[src/rtl/hst_pkg.sv]
// Shared types, codes and defaults for the handle/socket table.
package hst_pkg;

	// Parameter defaults
	localparam int ENTRIES_DEF     = 64;
	localparam int KEY_BYTES_DEF   = 8;
	localparam int SOCKET_BITS_DEF = 16;

	// Port field widths
	localparam int CMD_W    = 3;
	localparam int KEY_W    = 64;
	localparam int LEN_W    = 4;
	localparam int SOCK_W_P = 16;
	localparam int IDX_W    = 6;
	localparam int STAT_W   = 2;
	localparam int SLOT_W   = 6;
	localparam int COUNT_W  = 7;

	// Command codes
	localparam logic [CMD_W-1:0] CMD_REG  = 3'd0;
	localparam logic [CMD_W-1:0] CMD_REL  = 3'd1;
	localparam logic [CMD_W-1:0] CMD_LOOK = 3'd2;
	localparam logic [CMD_W-1:0] CMD_RDH  = 3'd3;
	localparam logic [CMD_W-1:0] CMD_RDO  = 3'd4;
	localparam logic [CMD_W-1:0] CMD_CNT  = 3'd5;

	// Status codes
	localparam logic [STAT_W-1:0] ST_OK    = 2'd0;
	localparam logic [STAT_W-1:0] ST_MISS  = 2'd1;
	localparam logic [STAT_W-1:0] ST_RANGE = 2'd2;
	localparam logic [STAT_W-1:0] ST_FULL  = 2'd3;

	// Token handed from cell to cell: the command plus its result so far
	typedef struct packed {
		logic [CMD_W-1:0]    cmd;
		logic [KEY_W-1:0]    key;
		logic [LEN_W-1:0]    len;
		logic [SOCK_W_P-1:0] sock;
		logic [IDX_W-1:0]    idx;
		logic                done;
		logic                append;
		logic [STAT_W-1:0]   status;
		logic [SLOT_W-1:0]   slot;
		logic [SOCK_W_P-1:0] sock_out;
		logic [KEY_W-1:0]    key_out;
		logic [LEN_W-1:0]    len_out;
	} tok_t;

endpackage

[src/rtl/hst_cell.sv]
// One table entry: stores a key, length, socket and active mark, and serves the passing token.
module hst_cell import hst_pkg::*; #(
	parameter int INDEX    = 0,
	parameter int KEY_BITS = 64,
	parameter int SOCK_W   = 16,
	parameter int CNT_W    = 7
) (
	input  logic             clk,
	input  logic             arst_n,
	input  logic             advance,
	input  logic [CNT_W-1:0] used_count,
	input  logic             prev_valid,
	input  tok_t             prev_tok,
	output logic             next_valid,
	output tok_t             next_tok
);

	localparam logic [SLOT_W-1:0] SLOT = SLOT_W'(INDEX);

	logic [KEY_BITS-1:0] key_q;
	logic [LEN_W-1:0]    len_q;
	logic [SOCK_W-1:0]   sock_q;
	logic                act_q;

	logic below, at_tail, at_idx, key_hit, sock_hit;
	logic wr, clr;
	tok_t tok_d;

	assign below    = INDEX < int'(used_count);
	assign at_tail  = INDEX == int'(used_count);
	assign at_idx   = INDEX == int'(prev_tok.idx);
	assign key_hit  = below && (key_q == prev_tok.key[KEY_BITS-1:0]);
	assign sock_hit = below && act_q && (sock_q == prev_tok.sock[SOCK_W-1:0]);

	always_comb begin
		tok_d = prev_tok;
		wr    = 1'b0;
		clr   = 1'b0;
		if (prev_valid && !prev_tok.done) begin
			unique case (prev_tok.cmd)
				CMD_REG: begin
					if (key_hit) begin
						tok_d.done = 1'b1;
						if (!act_q) begin
							wr           = 1'b1;
							tok_d.status = ST_OK;
							tok_d.slot   = SLOT;
						end
					end else if (at_tail) begin
						wr           = 1'b1;
						tok_d.done   = 1'b1;
						tok_d.append = 1'b1;
						tok_d.status = ST_OK;
						tok_d.slot   = SLOT;
					end
				end
				CMD_REL: begin
					if (sock_hit) begin
						clr          = 1'b1;
						tok_d.done   = 1'b1;
						tok_d.status = ST_OK;
					end
				end
				CMD_LOOK: begin
					if (key_hit) begin
						tok_d.done = 1'b1;
						if (act_q) begin
							tok_d.status   = ST_OK;
							tok_d.sock_out = SOCK_W_P'(sock_q);
						end
					end
				end
				CMD_RDH: begin
					if (at_idx) begin
						tok_d.done = 1'b1;
						if (!below) begin
							tok_d.status = ST_RANGE;
						end else if (act_q) begin
							tok_d.status  = ST_OK;
							tok_d.key_out = KEY_W'(key_q);
							tok_d.len_out = len_q;
						end
					end
				end
				CMD_RDO: begin
					if (at_idx) begin
						tok_d.done = 1'b1;
						if (!below) begin
							tok_d.status = ST_RANGE;
						end else if (act_q && (key_q != prev_tok.key[KEY_BITS-1:0])) begin
							tok_d.status   = ST_OK;
							tok_d.sock_out = SOCK_W_P'(sock_q);
						end
					end
				end
				default: begin
				end
			endcase
		end
	end

	// Entry storage: undefined until written, only read below the fill count
	always_ff @(posedge clk) begin
		if (advance && wr) begin
			key_q  <= prev_tok.key[KEY_BITS-1:0];
			len_q  <= prev_tok.len;
			sock_q <= prev_tok.sock[SOCK_W-1:0];
			act_q  <= 1'b1;
		end else if (advance && clr) begin
			act_q <= 1'b0;
		end
	end

	always_ff @(posedge clk or negedge arst_n) begin
		if (!arst_n) begin
			next_valid <= 1'b0;
		end else if (advance) begin
			next_valid <= prev_valid;
		end
	end

	always_ff @(posedge clk) begin
		if (advance) begin
			next_tok <= tok_d;
		end
	end

endmodule

[config.mk]
export PLATFORM = sky130hd
export DESIGN_NAME = hst_cell
export DESIGN_NICKNAME = d
export VERILOG_FILES = /design/src/rtl/hst_pkg.sv /design/src/rtl/hst_cell.sv
export SDC_FILE = /design/constraint.sdc
export NUM_CORES = 1
export LEC_CHECK = 0
export ABC_AREA = 0
export BUFFER_PORTS_ARGS = -buffer_cell sky130_fd_sc_hd__buf_4
export CAP_MARGIN = 20
export CORE_UTILIZATION = 49
export CTS_CLUSTER_SIZE = 24
export DETAILED_ROUTE_END_ITERATION = 10
export PLACE_DENSITY = 0.79
export SETUP_SLACK_MARGIN = 0.15
export SYNTH_ARGS = -nofsm -noshare
export SYNTH_HDL_FRONTEND = slang
export SYNTH_SLANG_ARGS = --single-unit
[constraint.sdc]
create_clock -name clk -period 6.5 [get_ports clk]
set_clock_uncertainty 0.1 [all_clocks]
set_input_delay 1.625 -clock clk [delete_from_list [all_inputs] [get_ports clk]]
set_output_delay 1.625 -clock clk [all_outputs]
set_load 0.05 [all_outputs]
==> impl_metrics.ini, run 1 <==
[timing]
maxSlewHeadroom = 0.278
setup_viol = 0
drv_slew = 0
period_share = 0.641
rsz0062_at_grt = no
fin_ws_ns = 2.33
worst_slew_pin_slew_ns = 1.08
fmax_ghz = 0.240
hold_viol_final = 0
setup-tns-final_ns = 0
period_needed_ns = 4.17

[global_route]
use_met3 = 0.0500
grt_max_degree = 150
grt_pass1_wl_mm = 37.2
use_met1 = 0.271
grt_pass1_vias = 6412
grt-busiest-layer = met2
track_usage = 0.226
antenna_found_initial = 0
grt-ovfl-total = 0
met2_usage = 0.401

[cts]
cts-root-buf = clkbuf_16
cts_made_buffers = 28
htreeDepth = 1
cts_tree = yes
clkTransAtPathRegs_ns = 0.06
clockBufferDepth = 3
clock-sinks = 273
post_cts_buffers = 0
clk_latency_ns = 0.53
cts_resized = 0
ctsHoldBuffers = 0

[power]
p_int_mw = 3.25
seq_power_share = 0.474
clockPowerShare = 0.366
pwr-share-comb = 0.160
pwr_density_cell_nw_per_um2 = 298
leakagePower_nw = 5.63
switchingPower_mw = 1.12
finalPower_mw = 4.37
swShare = 0.257
ir_worst_vdd_mv = 0.270

[placement]
port_buffers = 385
dp.final_hpwl_mm = 18.6
dp.cells = 1193
gp_congestion = 0.906
pre_cts_ws_ns = 1.76

[drt]
drtPass1Iterations = 4
vias_per_cell = 5.09
wl_per_cell_um = 20.6
wirelength_mm = 25.6
post-route-drc-count = 0
vias = 6324
ant_nets = 0
drt_iter0_drc = 372

[logic_synthesis]
synth.cell_area_um2 = 10500
yosys-top-cells-area = edfxtp_1 77%, mux2_2 8.0%, xnor2_1 6.7%
netlist_instances = 540
ys_warn_count = 0
syn-num-nets = 738
ys_seq_elements = 273
ys_types = 37
synth_area_leader_cell = edfxtp_1
synth_top_area_frac = 0.775
seq_area_frac_synth = 0.779
synth.avg_cell_area_um2 = 19.5

[floorplan]
core_um2 = 21000
io_pins = 386
initial_utilization = 0.500
rows = 53
die_area_um2 = 22000
die_y_um = 148
die_w_um = 148

[worst_setup_path]
worstPathMaxFanout = 16
worst_setup_path_end_kind = register
crit_type = input port to register
start_kind = input port
required_ns = 6.67
arrival_ns = 4.34
rr_worst_depth = 7

[layout]
final_common_cell = buf_4
drive_gt1_frac = 0.538
utilization = 0.696
diodes = 0
nNetsFinal = 1146
final_cell_mix = 388 x buf_4, 271 x edfxtp_1, 80 x xnor2_1
area.growth.synth_to_final_pct = 39.4
finish.cell_count_without_fillers = 1242

[min_path]
worstHoldPathCells = 1
hp-class = register to register

[run]
cap_violations = 0

[outcome]
outcome = complete, no violations
-- layout make-up --
cell class | count | area [um2]
clock inverters | 14 | 170
inverters | 3 | 11.3
flip-flops and latches | 273 | 8180
repair buffers | 390 | 2940
multi-input cells | 252 | 2240
fillers | 1442 | 6380
clock buffers | 35 | 748
well taps | 275 | 344
-- per-stage QoR --
step / hold slack [ns] / cell area (um2)
3_5_place_dp: 0.401 / 13700
6_report: 0.412 / 14600
3_3_place_gp: 0.393 / 13700
2_1_floorplan: 0.396 / 10500
4_1_cts: 0.415 / 14600
5_1_grt: 0.434 / 14600
-- cell families (layout without fill, tap and decap cells) --
kind of cell              after synthesis  after routing  synth area share
DFF                                   273            273             0.779
muxes                                  86             86            0.0956
xor gates and xnor gates               80             80            0.0667
and+or+nand+nor                        67             67            0.0367
AOI/OAI and AO/OA                      19             19            0.0129
buffers and inverters                  15            442           0.00917
-- layer usage --
metal	vias to the layer above	part of all wire	routed length, um
li1	2903	-	-
met1	3085	0.37	9490
met2	286	0.53	13500
met3	50	0.074	1880
met4	0	0.028	722
met5	-	0	0
-- cells in the mapped netlist, drive strengths merged --
library cell and instances:
clkbuf 3, inv 3, nand2 9, and2 7, and3 1, nand3 1
or3 2, dfrtp 1, or2 1, mux2 85, or4 1, nor2 10
a21o 3, o21ai 6, nor3 3, a221o 1, a21bo 1, nand2b 2
nor2b 2, dfxtp 1, nor4 7, a221oi 1, o41ai 2, buf 9
nand4 21, edfxtp 271, a311oi 1, xnor2 80, a31oi 3, mux2i 1
a211o 1
-- worst paths after layout --
| kind | startpoint | endpoint | slack, ns |
|---|---|---|---|
| max in group asynchronous | arst_n | next_valid | 5.46 |
| min reg2reg | next_valid | next_valid | 0.41 |
| min | next_valid | next_valid | 0.41 |
| max | prev_tok[159] | next_tok[81] | 2.33 |
| min in group asynchronous | arst_n | next_valid | 0.76 |
| max reg2reg | key_q[31] | next_tok[81] | 3.11 |
-- sequential cells by signal, summed over array words and instances, names as in the netlist --
name	count
act_q	1
len_q	4
next_valid	1
sock_q	16
next_tok	187
key_q	64
-- critical path, stage by stage --
cell,delay [ns]
buf_4,0.12
xnor2_1,0.16
nand4_1,0.12
nor4_1,0.54
nand4_1,0.44
or3_1,0.42
a21o_1,0.48
mux2_4,0.42
-- power by group through the flow --
stage | registers, mW | clock network (mW) | logic [mW]
floorplan | 2.44 | 0 | 0.0586
global placement | 2.10 | 0 | 0.694
detailed placement | 2.11 | 0 | 0.701
CTS | 2.07 | 1.63 | 0.703
global route | 2.08 | 1.70 | 0.722
finish | 2.07 | 1.60 | 0.699
Power figures use the tool's default switching activity.
==> run 2, diff against run 1 <==
--- a/config.mk
+++ b/config.mk
@@ -5,13 +5,13 @@
 export SDC_FILE = /design/constraint.sdc
 export NUM_CORES = 1
 export LEC_CHECK = 0
-export ABC_AREA = 0
+export ABC_AREA = 1
 export BUFFER_PORTS_ARGS = -buffer_cell sky130_fd_sc_hd__buf_4
 export CAP_MARGIN = 20
-export CORE_UTILIZATION = 49
+export CORE_UTILIZATION = 46
 export CTS_CLUSTER_SIZE = 24
 export DETAILED_ROUTE_END_ITERATION = 10
-export PLACE_DENSITY = 0.79
+export PLACE_DENSITY = 0.77
 export SETUP_SLACK_MARGIN = 0.15
 export SYNTH_ARGS = -nofsm -noshare
 export SYNTH_HDL_FRONTEND = slang
==> constraint.sdc (replaced) <==
create_clock -name clk -period 3.5 [get_ports clk]
set_clock_uncertainty 0.1 [all_clocks]
set_input_delay 0.875 -clock clk [delete_from_list [all_inputs] [get_ports clk]]
set_output_delay 0.875 -clock clk [all_outputs]
set_load 0.05 [all_outputs]
==> impl_metrics.ini, run 2 <==
[cts]
clockBufferDepth = 3
cts_tree = yes
clock-sinks = 273
clkTransAtPathRegs_ns = 0.06
clk_latency_ns = 0.54
cts_made_buffers = 29
ctsHoldBuffers = 1
cts-root-buf = clkbuf_16
cts_resized = 0
post_cts_buffers = 0
htreeDepth = 1

[logic_synthesis]
synth_edf_count = 271
synth_top_area_frac = 0.709
ys.flop_type = edfxtp_1
synthSimpleGateAreaFrac = 0.134
synth_xor_area_frac = 0.0160
synth.cell_area_um2 = 11500
seq_area_frac_synth = 0.713
ys_warn_count = 0
synthArstFlopShare = 0.00366
ys_seq_elements = 273
synth_fa_ha_area_frac = 0
synth_common_cells = 271 x edfxtp_1, 224 x nand2_1, 191 x inv_1
synth_area_leader_cell = edfxtp_1
syn-num-nets = 1151
synth_top_family_by_area = simple AND/OR/NAND/NOR gates
yosys-top-cells-area = edfxtp_1 71%, nand2_1 7.3%, inv_1 6.2%
synth_compound_area_frac = 0.00632
synth.avg_cell_area_um2 = 12.0
netlist_instances = 953
ys_types = 35
synth.mux.area_fraction = 0.0603
yosys.cell_count.top_type = edfxtp_1

[worst_setup_path]
r2r_end = key_q[54]
cp_num_buf_inv = 4
worstPathMaxFanout = 48
crit_type = input port to register
arrival_ns = 2.81
reg2reg_slack_ns = 0.84
r2r-start = key_q[29]
slowest_delay_ns = 0.28
crit_end = key_q[54]
required_ns = 3.61
crit_chain = buf_4, nor2_1, nor2_1, nor2_1, nand2_1, nor2_1, nand2_1, nor2_1, nand2_1, nand2_1, nand2_1, inv_1, nand3_2, clkinvlp_4, buf_12
crit_slowest_cell = buf_12
worst_setup_path_end_kind = register
start_kind = input port
rr_worst_depth = 14
crit_start = prev_tok[149]
crit_family = simple AND/OR/NAND/NOR gates
cp.depth = 15

[timing]
worst_slew_pin_slew_ns = 0.595
period_needed_ns = 2.71
maxSlewHeadroom = 0.603
setup-tns-final_ns = 0
setup_viol = 0
drv_slew = 0
hold_viol_final = 0
rsz0062_at_grt = no
period_share = 0.773
fmax_ghz = 0.369

[run]
cap_violations = 0

[global_route]
grt-busiest-layer = met2
grt_max_degree = 105
grt_pass1_wl_mm = 43.0
track_usage = 0.216
grt_pass1_vias = 8159
use_met3 = 0.0499
grt-ovfl-total = 0
met2_usage = 0.388
use_met1 = 0.260
antenna_found_initial = 1

[layout]
utilization = 0.646
largest_register_ffs = 187
final_cell_mix = 390 x buf_4, 271 x edfxtp_1, 224 x nand2_1
final_common_cell = buf_4
area.growth.synth_to_final_pct = 37.3
drive_gt1_frac = 0.323
regMostFlops = next_tok
nNetsFinal = 1569
fill_cells = 1840
largestRegisters = next_tok: 187 flops, key_q: 64 flops, sock_q: 16 flops

[floorplan]
initial_utilization = 0.471
die_y_um = 160
die_w_um = 160
io_pins = 386
core_um2 = 24400
die_area_um2 = 25600
rows = 57

[drt]
ant_nets = 0
vias = 8154
vias_per_cell = 4.75
drt_iter0_drc = 413
drtPass1Iterations = 5
wl_per_cell_um = 16.3
wirelength_mm = 28.0
post-route-drc-count = 0

[placement]
gp_congestion = 0.839
port_buffers = 385
dp.final_hpwl_mm = 20.5

[power]
p_int_mw = 5.94
swShare = 0.267
pwr_density_cell_nw_per_um2 = 515
leakagePower_nw = 7.67
ir_worst_vdd_mv = 0.399
finalPower_mw = 8.11
pwr-share-comb = 0.164
clockPowerShare = 0.361
seq_power_share = 0.475
switchingPower_mw = 2.17

[outcome]
outcome = complete, no violations

[min_path]
hp-class = input port to register
-- run 2: cell count changes in the layout (fill, tap and decap cells not counted), moves of 10 or more --
cell,delta
xnor2_1,-77
xor2_1,+18
nand3_1,+22
nand4_1,-19
mux2_2,-74
nand2_1,+215
mux2i_1,+67
mux2_4,-10
inv_1,+187
nor2_1,+96
-- run 2: how the worst min path moves through the flow --
stage | startpoint | to | slack [ns] | depth (start not counted)
6_report | prev_tok[97] | next_tok[97] | 0.42 | 1
5_1_grt | prev_tok[97] | next_tok[97] | 0.39 | 1
4_1_cts | prev_tok[97] | next_tok[97] | 0.40 | 1
3_5_place_dp | len_q[0] | next_tok[0] | 0.41 | 2
3_3_place_gp | next_valid | next_valid | 0.40 | 1
2_1_floorplan | act_q | act_q | 0.37 | 2
-- run 2: layout make-up --
type | instances | area [um2] | share of cell area
clock buffer | 34 | 744 | 0.0472
multi-input combinational | 479 | 2500 | 0.159
antenna | 1 | 2.50 | 0.000159
tap | 324 | 405 | 0.0257
timing repair buffer | 397 | 3050 | 0.194
sequential | 273 | 8180 | 0.519
inverter | 191 | 721 | 0.0457
clock inverter | 16 | 150 | 0.00953
-- run 2: cells by family after synthesis --
kind of cell,after synthesis
and+or+nand+nor,378
buffers and inverters,201
xor gates and xnor gates,21
DFF,273
muxes,69
AOI/OAI and AO/OA,11
-- run 2: power by group through the flow --
stage | sequential [mW] | combinational [mW] | clock, mW
after floorplan | 4.54 | 0.126 | 0
after global placement | 3.91 | 1.32 | 0
after detailed placement | 3.92 | 1.33 | 0
after CTS | 3.85 | 1.34 | 3.00
after global routing | 3.86 | 1.39 | 3.11
final | 3.85 | 1.33 | 2.93
-- run 2: metal layers --
metal	part of all wire	vias up
met5	0	-
met4	0.021	0
met3	0.085	48
met2	0.51	355
met1	0.38	3818
li1	-	3933
-- run 2: stage by stage --
step	cells	area (um2)	hold WS [ns]	setup WS, ns
after floorplan	953	11500	0.369	0.164
after global placement	1663	14900	0.396	0.219
after detailed placement	1663	14900	0.408	0.170
after CTS	1714	15800	0.397	0.698
after global routing	1715	15800	0.395	0.533
final	1715	15800	0.424	0.794
